[src/rtl/rsrq_pkg.sv]
// Shared types, codes and constants of the reserved slot request queue.
package rsrq_pkg;

    localparam int SLOTS_DEFAULT = 16;
    localparam logic [15:0] TIMEOUT_RESET = 16'd10;

    localparam logic [1:0] FUNC_RESERVE = 2'd0;
    localparam logic [1:0] FUNC_SUBMIT  = 2'd1;
    localparam logic [1:0] FUNC_PROCESS = 2'd2;
    localparam logic [1:0] FUNC_TICK    = 2'd3;

    localparam logic [1:0] ST_OK     = 2'd0;
    localparam logic [1:0] ST_NONE   = 2'd1;
    localparam logic [1:0] ST_REJECT = 2'd2;

    typedef logic [2:0] rsrq_res_t;

    localparam rsrq_res_t RES_RESERVE = 3'd0;
    localparam rsrq_res_t RES_SUBMIT  = 3'd1;
    localparam rsrq_res_t RES_PROCESS = 3'd2;
    localparam rsrq_res_t RES_NONE    = 3'd3;
    localparam rsrq_res_t RES_REJECT  = 3'd4;
    localparam rsrq_res_t RES_TICK    = 3'd5;

    typedef struct packed {
        logic [1:0]  func;
        logic [15:0] client_id;
        logic [7:0]  slot_index;
        logic [30:0] request_value;
    } rsrq_item_t;

    typedef struct packed {
        logic [1:0]  status;
        logic [3:0]  slot_out;
        logic [15:0] client_out;
        logic [30:0] request_out;
        logic [4:0]  queued_count;
    } rsrq_result_t;

    typedef struct packed {
        logic      load;
        logic      step;
        logic      rd_sub;
        logic      rd_hit;
        logic      fin;
        rsrq_res_t res;
    } rsrq_cmd_t;

    typedef struct packed {
        logic [1:0] func;
        logic       range_ok;
        logic       empty;
        logic       hit;
        logic       last_miss;
        logic       sub_ok;
    } rsrq_stat_t;

endpackage

[src/rtl/reserved_slot_request_queue.sv]
// Top level of the reserved slot request queue: controller plus datapath.
//
//  channel   | handshake                 | payload        | beat taken when
//  ----------+---------------------------+----------------+--------------------------
//  command   | start / busy              | item           | start && !busy
//  result    | result_valid (strobe)     | result         | every cycle result_valid
//  config    | cfg_valid / cfg_ready     | cfg_data       | cfg_valid && cfg_ready
//
//  Tick and submit finish without a scan; reserve and process scan up to SLOTS slots;
//  the scan checks one slot a cycle through the registered stamp memory read.
//  The result strobe rises the cycle after the command's final state and busy drops with it,
//  so the next command beat can be taken while the result is shown.
//  Reset clears all slot flags, the cursor, tick counter and pending count at once.
//  cfg_ready is always high; the result receiver cannot stall.
module reserved_slot_request_queue #(
    parameter int SLOTS = rsrq_pkg::SLOTS_DEFAULT
) (
    input  logic                   clk,
    input  logic                   rst_n,
    input  logic                   start,
    output logic                   busy,
    input  rsrq_pkg::rsrq_item_t   item,
    output logic                   result_valid,
    output rsrq_pkg::rsrq_result_t result,
    input  logic                   cfg_valid,
    output logic                   cfg_ready,
    input  logic [15:0]            cfg_data
);

    rsrq_pkg::rsrq_cmd_t  cmd;
    rsrq_pkg::rsrq_stat_t stat;

    assign cfg_ready = 1'b1;

    rsrq_controller u_ctrl (
        .clk   (clk),
        .rst_n (rst_n),
        .start (start),
        .stat  (stat),
        .cmd   (cmd),
        .busy  (busy)
    );

    rsrq_datapath #(
        .SLOTS (SLOTS)
    ) u_dp (
        .clk          (clk),
        .rst_n        (rst_n),
        .item         (item),
        .cfg_valid    (cfg_valid),
        .cfg_data     (cfg_data),
        .cmd          (cmd),
        .stat         (stat),
        .result       (result),
        .result_valid (result_valid)
    );

    a_accept_busy: assert property (@(posedge clk) disable iff (!rst_n)
        start && !busy |=> busy)
        else $error("accepted command did not make the block busy");

    a_result_after_busy: assert property (@(posedge clk) disable iff (!rst_n)
        result_valid |-> $past(busy))
        else $error("result strobe without a command in flight");

    a_single_strobe: assert property (@(posedge clk) disable iff (!rst_n)
        result_valid |=> !result_valid)
        else $error("result strobe held for two cycles");

    a_none_clean: assert property (@(posedge clk) disable iff (!rst_n)
        result_valid && result.status == rsrq_pkg::ST_NONE
        |-> result.client_out == '0 && result.request_out == '0 && result.slot_out == '0)
        else $error("empty or full result carries stale payload");

endmodule

[src/rtl/rsrq_datapath.sv]
// Slot flags, slot memories, scan pipeline, counters and result register.
module rsrq_datapath #(
    parameter int SLOTS = rsrq_pkg::SLOTS_DEFAULT
) (
    input  logic                   clk,
    input  logic                   rst_n,
    input  rsrq_pkg::rsrq_item_t   item,
    input  logic                   cfg_valid,
    input  logic [15:0]            cfg_data,
    input  rsrq_pkg::rsrq_cmd_t    cmd,
    output rsrq_pkg::rsrq_stat_t   stat,
    output rsrq_pkg::rsrq_result_t result,
    output logic                   result_valid
);

    localparam int IW = $clog2(SLOTS);
    localparam int CW = $clog2(SLOTS + 1);
    localparam logic [8:0]    SLOT_LIMIT = 9'(SLOTS);
    localparam logic [CW-1:0] SLOT_CNT   = CW'(SLOTS);
    localparam logic [CW-1:0] LAST_CNT   = CW'(SLOTS - 1);
    localparam logic [IW-1:0] LAST_IDX   = IW'(SLOTS - 1);

    rsrq_pkg::rsrq_item_t   item_reg;
    rsrq_pkg::rsrq_result_t result_reg;
    rsrq_pkg::rsrq_result_t result_next;
    logic                   result_valid_reg;

    logic [15:0]       timeout_reg;
    logic [31:0]       now_reg;
    logic [IW-1:0]     cursor_reg;
    logic [CW-1:0]     count_reg;
    logic [CW-1:0]     count_next;
    logic [SLOTS-1:0]  pending_reg;
    logic [SLOTS-1:0]  owned_reg;
    logic [SLOTS-1:0]  live_reg;

    logic [IW-1:0]     s_reg;
    logic [CW-1:0]     cnt_reg;
    logic              cmp_valid_reg;
    logic              cmp_last_reg;
    logic [IW-1:0]     cmp_s_reg;
    logic [IW-1:0]     hit_s_reg;
    logic [31:0]       stamp_rd_reg;
    logic [15:0]       owner_rd_reg;
    logic [30:0]       request_rd_reg;

    logic [15:0]       owner_mem   [SLOTS];
    logic [30:0]       request_mem [SLOTS];
    logic [31:0]       stamp_mem   [SLOTS];

    logic [IW-1:0]     sub_s;
    logic [IW-1:0]     rd_addr;
    logic [31:0]       elapsed;
    logic              slot_free;
    logic              hit;

    assign sub_s     = item_reg.slot_index[IW-1:0];
    assign rd_addr   = cmd.rd_hit ? cmp_s_reg : sub_s;
    assign elapsed   = now_reg - stamp_rd_reg;
    assign slot_free = !pending_reg[cmp_s_reg]
                     && (!live_reg[cmp_s_reg] || elapsed >= {16'b0, timeout_reg});
    assign hit       = cmp_valid_reg && ((item_reg.func == rsrq_pkg::FUNC_PROCESS)
                     ? pending_reg[cmp_s_reg] : slot_free);

    always_comb
    begin
        stat.func      = item_reg.func;
        stat.range_ok  = {1'b0, item_reg.slot_index} < SLOT_LIMIT;
        stat.empty     = count_reg == '0;
        stat.hit       = hit;
        stat.last_miss = cmp_valid_reg && cmp_last_reg && !hit;
        stat.sub_ok    = owned_reg[sub_s] && !pending_reg[sub_s]
                       && (owner_rd_reg == item_reg.client_id);
    end

    always_comb
    begin
        count_next = count_reg;
        if (cmd.fin)
        begin
            if (cmd.res == rsrq_pkg::RES_SUBMIT)
            begin
                count_next = count_reg + CW'(1);
            end
            else if (cmd.res == rsrq_pkg::RES_PROCESS)
            begin
                count_next = count_reg - CW'(1);
            end
        end
    end

    always_comb
    begin
        result_next = '0;
        result_next.queued_count = 5'(count_next);
        unique case (cmd.res)
            rsrq_pkg::RES_RESERVE:
            begin
                result_next.status   = rsrq_pkg::ST_OK;
                result_next.slot_out = 4'(cmp_s_reg);
            end
            rsrq_pkg::RES_SUBMIT:
            begin
                result_next.status   = rsrq_pkg::ST_OK;
                result_next.slot_out = 4'(sub_s);
            end
            rsrq_pkg::RES_PROCESS:
            begin
                result_next.status      = rsrq_pkg::ST_OK;
                result_next.slot_out    = 4'(hit_s_reg);
                result_next.client_out  = owner_rd_reg;
                result_next.request_out = request_rd_reg;
            end
            rsrq_pkg::RES_NONE:
            begin
                result_next.status = rsrq_pkg::ST_NONE;
            end
            rsrq_pkg::RES_REJECT:
            begin
                result_next.status = rsrq_pkg::ST_REJECT;
            end
            default:
            begin
                result_next.status = rsrq_pkg::ST_OK;
            end
        endcase
    end

    // control state
    always_ff @(posedge clk or negedge rst_n)
    begin
        if (!rst_n)
        begin
            timeout_reg      <= rsrq_pkg::TIMEOUT_RESET;
            now_reg          <= '0;
            cursor_reg       <= '0;
            count_reg        <= '0;
            pending_reg      <= '0;
            owned_reg        <= '0;
            live_reg         <= '0;
            s_reg            <= '0;
            cnt_reg          <= '0;
            cmp_valid_reg    <= 1'b0;
            cmp_last_reg     <= 1'b0;
            cmp_s_reg        <= '0;
            result_valid_reg <= 1'b0;
        end
        else
        begin
            if (cfg_valid)
            begin
                timeout_reg <= cfg_data;
            end
            result_valid_reg <= cmd.fin;
            count_reg        <= count_next;
            if (cmd.load)
            begin
                s_reg         <= cursor_reg;
                cnt_reg       <= '0;
                cmp_valid_reg <= 1'b0;
            end
            else if (cmd.step)
            begin
                if (cnt_reg < SLOT_CNT)
                begin
                    s_reg         <= (s_reg == LAST_IDX) ? '0 : s_reg + IW'(1);
                    cnt_reg       <= cnt_reg + CW'(1);
                    cmp_valid_reg <= 1'b1;
                    cmp_last_reg  <= cnt_reg == LAST_CNT;
                    cmp_s_reg     <= s_reg;
                end
                else
                begin
                    cmp_valid_reg <= 1'b0;
                end
            end
            if (cmd.fin)
            begin
                case (cmd.res)
                    rsrq_pkg::RES_RESERVE:
                    begin
                        owned_reg[cmp_s_reg] <= 1'b1;
                        live_reg[cmp_s_reg]  <= 1'b1;
                    end
                    rsrq_pkg::RES_SUBMIT:
                    begin
                        pending_reg[sub_s] <= 1'b1;
                        live_reg[sub_s]    <= 1'b0;
                    end
                    rsrq_pkg::RES_PROCESS:
                    begin
                        pending_reg[hit_s_reg] <= 1'b0;
                        owned_reg[hit_s_reg]   <= 1'b0;
                        live_reg[hit_s_reg]    <= 1'b0;
                        cursor_reg             <= hit_s_reg;
                    end
                    rsrq_pkg::RES_TICK:
                    begin
                        now_reg <= now_reg + 32'd1;
                    end
                    default:
                    begin
                    end
                endcase
            end
        end
    end

    // payload and slot memories
    always_ff @(posedge clk)
    begin
        if (cmd.load)
        begin
            item_reg <= item;
        end
        if (cmd.step)
        begin
            stamp_rd_reg <= stamp_mem[s_reg];
        end
        if (cmd.rd_sub || cmd.rd_hit)
        begin
            owner_rd_reg   <= owner_mem[rd_addr];
            request_rd_reg <= request_mem[rd_addr];
        end
        if (cmd.rd_hit)
        begin
            hit_s_reg <= cmp_s_reg;
        end
        if (cmd.fin && cmd.res == rsrq_pkg::RES_RESERVE)
        begin
            owner_mem[cmp_s_reg] <= item_reg.client_id;
            stamp_mem[cmp_s_reg] <= now_reg;
        end
        if (cmd.fin && cmd.res == rsrq_pkg::RES_SUBMIT)
        begin
            request_mem[sub_s] <= item_reg.request_value;
        end
        if (cmd.fin)
        begin
            result_reg <= result_next;
        end
    end

    assign result       = result_reg;
    assign result_valid = result_valid_reg;

endmodule

[src/rtl/rsrq_controller.sv]
// Sequencing state machine of the reserved slot request queue.
module rsrq_controller (
    input  logic                 clk,
    input  logic                 rst_n,
    input  logic                 start,
    input  rsrq_pkg::rsrq_stat_t stat,
    output rsrq_pkg::rsrq_cmd_t  cmd,
    output logic                 busy
);

    localparam logic [2:0] S_IDLE     = 3'd0;
    localparam logic [2:0] S_DISPATCH = 3'd1;
    localparam logic [2:0] S_SCAN     = 3'd2;
    localparam logic [2:0] S_SUBCHK   = 3'd3;
    localparam logic [2:0] S_SERVE    = 3'd4;

    logic [2:0] state_reg;
    logic [2:0] state_next;

    always_comb
    begin
        cmd        = '0;
        state_next = state_reg;
        unique case (state_reg)
            S_IDLE:
            begin
                if (start)
                begin
                    cmd.load   = 1'b1;
                    state_next = S_DISPATCH;
                end
            end
            S_DISPATCH:
            begin
                unique case (stat.func)
                    rsrq_pkg::FUNC_RESERVE:
                    begin
                        state_next = S_SCAN;
                    end
                    rsrq_pkg::FUNC_SUBMIT:
                    begin
                        if (stat.range_ok)
                        begin
                            cmd.rd_sub = 1'b1;
                            state_next = S_SUBCHK;
                        end
                        else
                        begin
                            cmd.fin    = 1'b1;
                            cmd.res    = rsrq_pkg::RES_REJECT;
                            state_next = S_IDLE;
                        end
                    end
                    rsrq_pkg::FUNC_PROCESS:
                    begin
                        if (stat.empty)
                        begin
                            cmd.fin    = 1'b1;
                            cmd.res    = rsrq_pkg::RES_NONE;
                            state_next = S_IDLE;
                        end
                        else
                        begin
                            state_next = S_SCAN;
                        end
                    end
                    default:
                    begin
                        cmd.fin    = 1'b1;
                        cmd.res    = rsrq_pkg::RES_TICK;
                        state_next = S_IDLE;
                    end
                endcase
            end
            S_SCAN:
            begin
                cmd.step = 1'b1;
                if (stat.hit)
                begin
                    if (stat.func == rsrq_pkg::FUNC_PROCESS)
                    begin
                        cmd.rd_hit = 1'b1;
                        state_next = S_SERVE;
                    end
                    else
                    begin
                        cmd.fin    = 1'b1;
                        cmd.res    = rsrq_pkg::RES_RESERVE;
                        state_next = S_IDLE;
                    end
                end
                else if (stat.last_miss)
                begin
                    cmd.fin    = 1'b1;
                    cmd.res    = rsrq_pkg::RES_NONE;
                    state_next = S_IDLE;
                end
            end
            S_SUBCHK:
            begin
                cmd.fin    = 1'b1;
                cmd.res    = stat.sub_ok ? rsrq_pkg::RES_SUBMIT : rsrq_pkg::RES_REJECT;
                state_next = S_IDLE;
            end
            S_SERVE:
            begin
                cmd.fin    = 1'b1;
                cmd.res    = rsrq_pkg::RES_PROCESS;
                state_next = S_IDLE;
            end
            default:
            begin
                state_next = S_IDLE;
            end
        endcase
    end

    always_ff @(posedge clk or negedge rst_n)
    begin
        if (!rst_n)
        begin
            state_reg <= S_IDLE;
        end
        else
        begin
            state_reg <= state_next;
        end
    end

    assign busy = state_reg != S_IDLE;

endmodule
[config.mk]
export PLATFORM = sky130hd
export DESIGN_NAME = reserved_slot_request_queue
export DESIGN_NICKNAME = d
export VERILOG_FILES = /design/src/rtl/rsrq_pkg.sv /design/src/rtl/reserved_slot_request_queue.sv /design/src/rtl/rsrq_datapath.sv /design/src/rtl/rsrq_controller.sv
export SDC_FILE = /design/constraint.sdc
export NUM_CORES = 2
export LEC_CHECK = 0
export BUFFER_PORTS_ARGS = -buffer_cell sky130_fd_sc_hd__buf_4
export CAP_MARGIN = 25
export CORE_ASPECT_RATIO = 1.25
export CORE_MARGIN = 2
export CORE_UTILIZATION = 45
export CTS_CLUSTER_SIZE = 10
export DETAILED_ROUTE_END_ITERATION = 8
export SKIP_CTS_REPAIR_TIMING = 1
export SLEW_MARGIN = 0
export SYNTH_ARGS = -nofsm -noshare
export SYNTH_HDL_FRONTEND = slang
export SYNTH_SLANG_ARGS = --single-unit
[constraint.sdc]
create_clock -name clk -period 16.6 [get_ports clk]
set_input_delay 1.66 -clock clk [delete_from_list [all_inputs] [get_ports clk]]
set_output_delay 1.66 -clock clk [all_outputs]
set_load 0.01 [all_outputs]
==> metrics <==
status=completed; Crit. End Element=register; Net count, final=4077; Final Core Density=0.515; Initial Util=0.453; fillers=11300; Final Wtd Congestion=0.868; final setup fails=0; 1st-iter DRT viols=3128; critical path's top delay family=simple AND/OR/NAND/NOR gates; Overflow after GRT=0; worst min-delay path category=reg2reg; mux contribution to synthesized area=0.108; synth warn=0; worst path cell trace=inv_1 -> ha_1 -> fa_1 -> nand2b_1 -> a211oi_1 -> nor3b_1 -> nor2_1 -> a31oi_1 -> xnor2_1 -> ha_1 -> a21oi_1 -> nand2_1 -> a221o_1 -> a211oi_1 -> o311ai_0 -> a2111oi_1 -> nand4_1 -> or4_1 -> nand3_1 -> nor3_2 -> buf_4; DRC errors left=0; CTS Buffer Depth=3; Routed Antenna Nets=0; Most flops, register=u_dp.stamp_mem; Netlist cell types=74; layout cells sized above 1=0.147; FMAX=~140 MHz; Worst path slowest cell=or4_1; EDFF count, synth=~1500; post-synthesis simple-gate area fraction=0.0437; Max Clock Skew=32.5 ps; Slew Viols, Final=0; max-cap viol count=0; Max VDD drop=0.111 mV; area of the core=139000 sq um; vias in the first global route=34400; max FFs per register=512; Post-Synth XOR/XNOR Area=0.0100; standard-cell rows=153; r2r setup slk=9330 ps; Num CTS Buffers=179; slew margin rel.=0.277; asr flop ratio synth=0.0782; dpl cells=5623; Non-Filler Instances=~5900; largest net degree at the start of global routing=75; Setup CP Type=reg2reg; buffer and inverter count on the worst path=2; CTS tree=yes; routed len/inst=26.9 um; wirelength, routed=158 mm; Clk pin slew, worst setup/hold paths=roughly 60 ps; Die W=approximately 340 um; Hold Worst Slack=478 ps; Yosys reg bits=1586; worst skew pair latency=780 ps; syn_nets=3876; Syn Area/Cell=roughly 17 sq um; maximum fanout along the worst path=41; post-synthesis sequential area ratio=0.745; cell taking the most area after synthesis=edfxtp_1; CP peak stage delay=870 ps; crit path DAT=7680 ps; pwr dens=133 nW/um^2; startpoint types=register; Largest regs=u_dp.stamp_mem x512, u_dp.request_mem x496, u_dp.owner_mem x256; fin crit period=7270 ps; Die ar.=~140000 sq um; Worst Max-Slew Pin Slew=1080 ps; Area growth syn-to-layout=13.6%; Final Hold Violating Endpoints=0; setup TNS=0 ps; initial antenna violation count=5; Initial DRT Pass Iterations=8; first-pass GRT wire length=232 mm; synth top area cells=edfxtp_1 (70%), mux2i_1 (7.7%), dfrtp_1 (4.8%), mux4_2 (2.7%), o22ai_1 (2.1%); IO Pins=between 100 and 150; # port buffers=roughly 140; Syn Inst Count=3745; Sink Count=1586; HPWL Detailed=84.5 mm; Vias/cell=5.80; H-tree levels=4; CTS root buf=clkbuf_16; via count=34200; Leak=roughly 25 nW; Die Height=423 um; required time worst endpoint=17010 ps; gr usage total=0.220; Synth Area in Compound Gates=0.0625; largest family of logic cells by synthesized area=multiplexers; RSZ-0062 raised after global routing=false; synthesized-area fraction occupied by adder cells=0.0108; final period utilization=0.438; Yosys top cell area share=0.696; mapped cell area=63100 sq um; predominant post-synthesis flop cell=edfxtp_1
[per-layer routing]
layer / vias up / track usage / part of all wire
met2: 1164 / 0.377 / 0.51
met5: - / 0 / 0.00024
met4: 8 / 0.0674 / 0.025
met1: 17600 / 0.286 / 0.41
li1: 15200 / - / -
met3: 270 / 0.0368 / 0.060
[where the power goes]
group,leakage [nW],internal (mW),switching [mW]
clock,2.46,2.05,1.48
combinational,7.64,0.477,0.747
sequential,14.8,4.60,0.183
total,24.9,7.12,2.41
[Yosys cell counts (7+ instances only)]
master    number
edfxtp_1    1462
clkbuf_1     105
nand2_1      188
a22oi_1       40
mux4_2        75
a21boi_0       7
nand4_1       18
a21o_1        29
buf_1         20
nor4_1        11
dfrtp_1      122
xor2_1        31
buf_6          9
a21oi_1       95
xnor2_1       41
nor3_1        36
a211oi_1      11
ha_1          53
and2_1         7
buf_2         52
a31oi_1       10
nor2_1        84
and3_1        61
o21ai_0      129
mux2i_1      487
o22ai_1      207
mux2_2        24
a221oi_1      34
nand2b_1      14
inv_1         88
nand3_1       35
nor2b_1       13
buf_4          9
or4_1         50
[logic make-up (layout without fill, tap and decap cells)]
group	count (synthesis)	after routing
xor gates and xnor gates	72	72
other	1	3
AOI/OAI and AO/OA	616	616
buffers and inverters	283	562
muxes	586	586
adders and majority gates	54	54
and+or+nand+nor	547	547
DFF	1586	1586
[tightest hold or removal path, cell delays in order (launching register included)]
cell	delay, ps
dfrtp_1	340
nand2_1	50
nand2_1	50
[area by class of cell]
cell class,instances,area (sq um),area share
Sequential cell,1586,47000,0.656
Multi-Input combinational cell,1876,15200,0.213
Clock buffer,244,4880,0.0681
Tap cell,1860,2330,0.0325
Timing Repair Buffer,215,1670,0.0233
Inverter,88,330,0.00461
Clock inverter,15,204,0.00285
Antenna cell,2,5.00,0.0000698
[path summary, 6_finish.rpt]
| path | startpoint | endpoint | cells past startpoint |
|---|---|---|---|
| hold reg to reg | u_dp.cursor_reg[2] | u_dp.cursor_reg[2] | 2 |
| max in group asynchronous | rst_n | u_dp.s_reg[0] | 3 |
| hold / removal | u_dp.cursor_reg[2] | u_dp.cursor_reg[2] | 2 |
| setup reg to reg | u_dp.now_reg[0] | u_dp.stamp_mem[1][16] | 21 |
| setup / recovery | u_dp.now_reg[0] | u_dp.stamp_mem[1][16] | 21 |
| min in group asynchronous | rst_n | u_dp.s_reg[1] | 1 |
[per-stage QoR]
step,setup WS (ps),total power [mW],instance area (sq um)
5_1_grt,8820,9.87,71700
3_3_place_gp,9560,6.08,66500
3_5_place_dp,9380,6.09,66500
2_1_floorplan,8430,5.60,63100
4_1_cts,9390,9.61,71600
6_report,9330,9.53,71700
[placed cells by master, fill, tap and decap left out, types with 35 or more instances in the layout]
| master | count |
|---|---|
| mux2i_1 | 486 |
| dfrtp_1 | 117 |
| mux4_2 | 75 |
| buf_4 | 211 |
| o22ai_1 | 207 |
| clkbuf_16 | 186 |
| and3_1 | 61 |
| a21oi_1 | 91 |
| nor2_1 | 57 |
| clkbuf_1 | 57 |
| xnor2_1 | 41 |
| o21ai_0 | 128 |
| nand3_1 | 35 |
| a22oi_1 | 40 |
| or4_1 | 50 |
| edfxtp_1 | 1462 |
| ha_1 | 53 |
| nand2_1 | 187 |
| inv_1 | 87 |
Power figures use the tool's default switching activity.
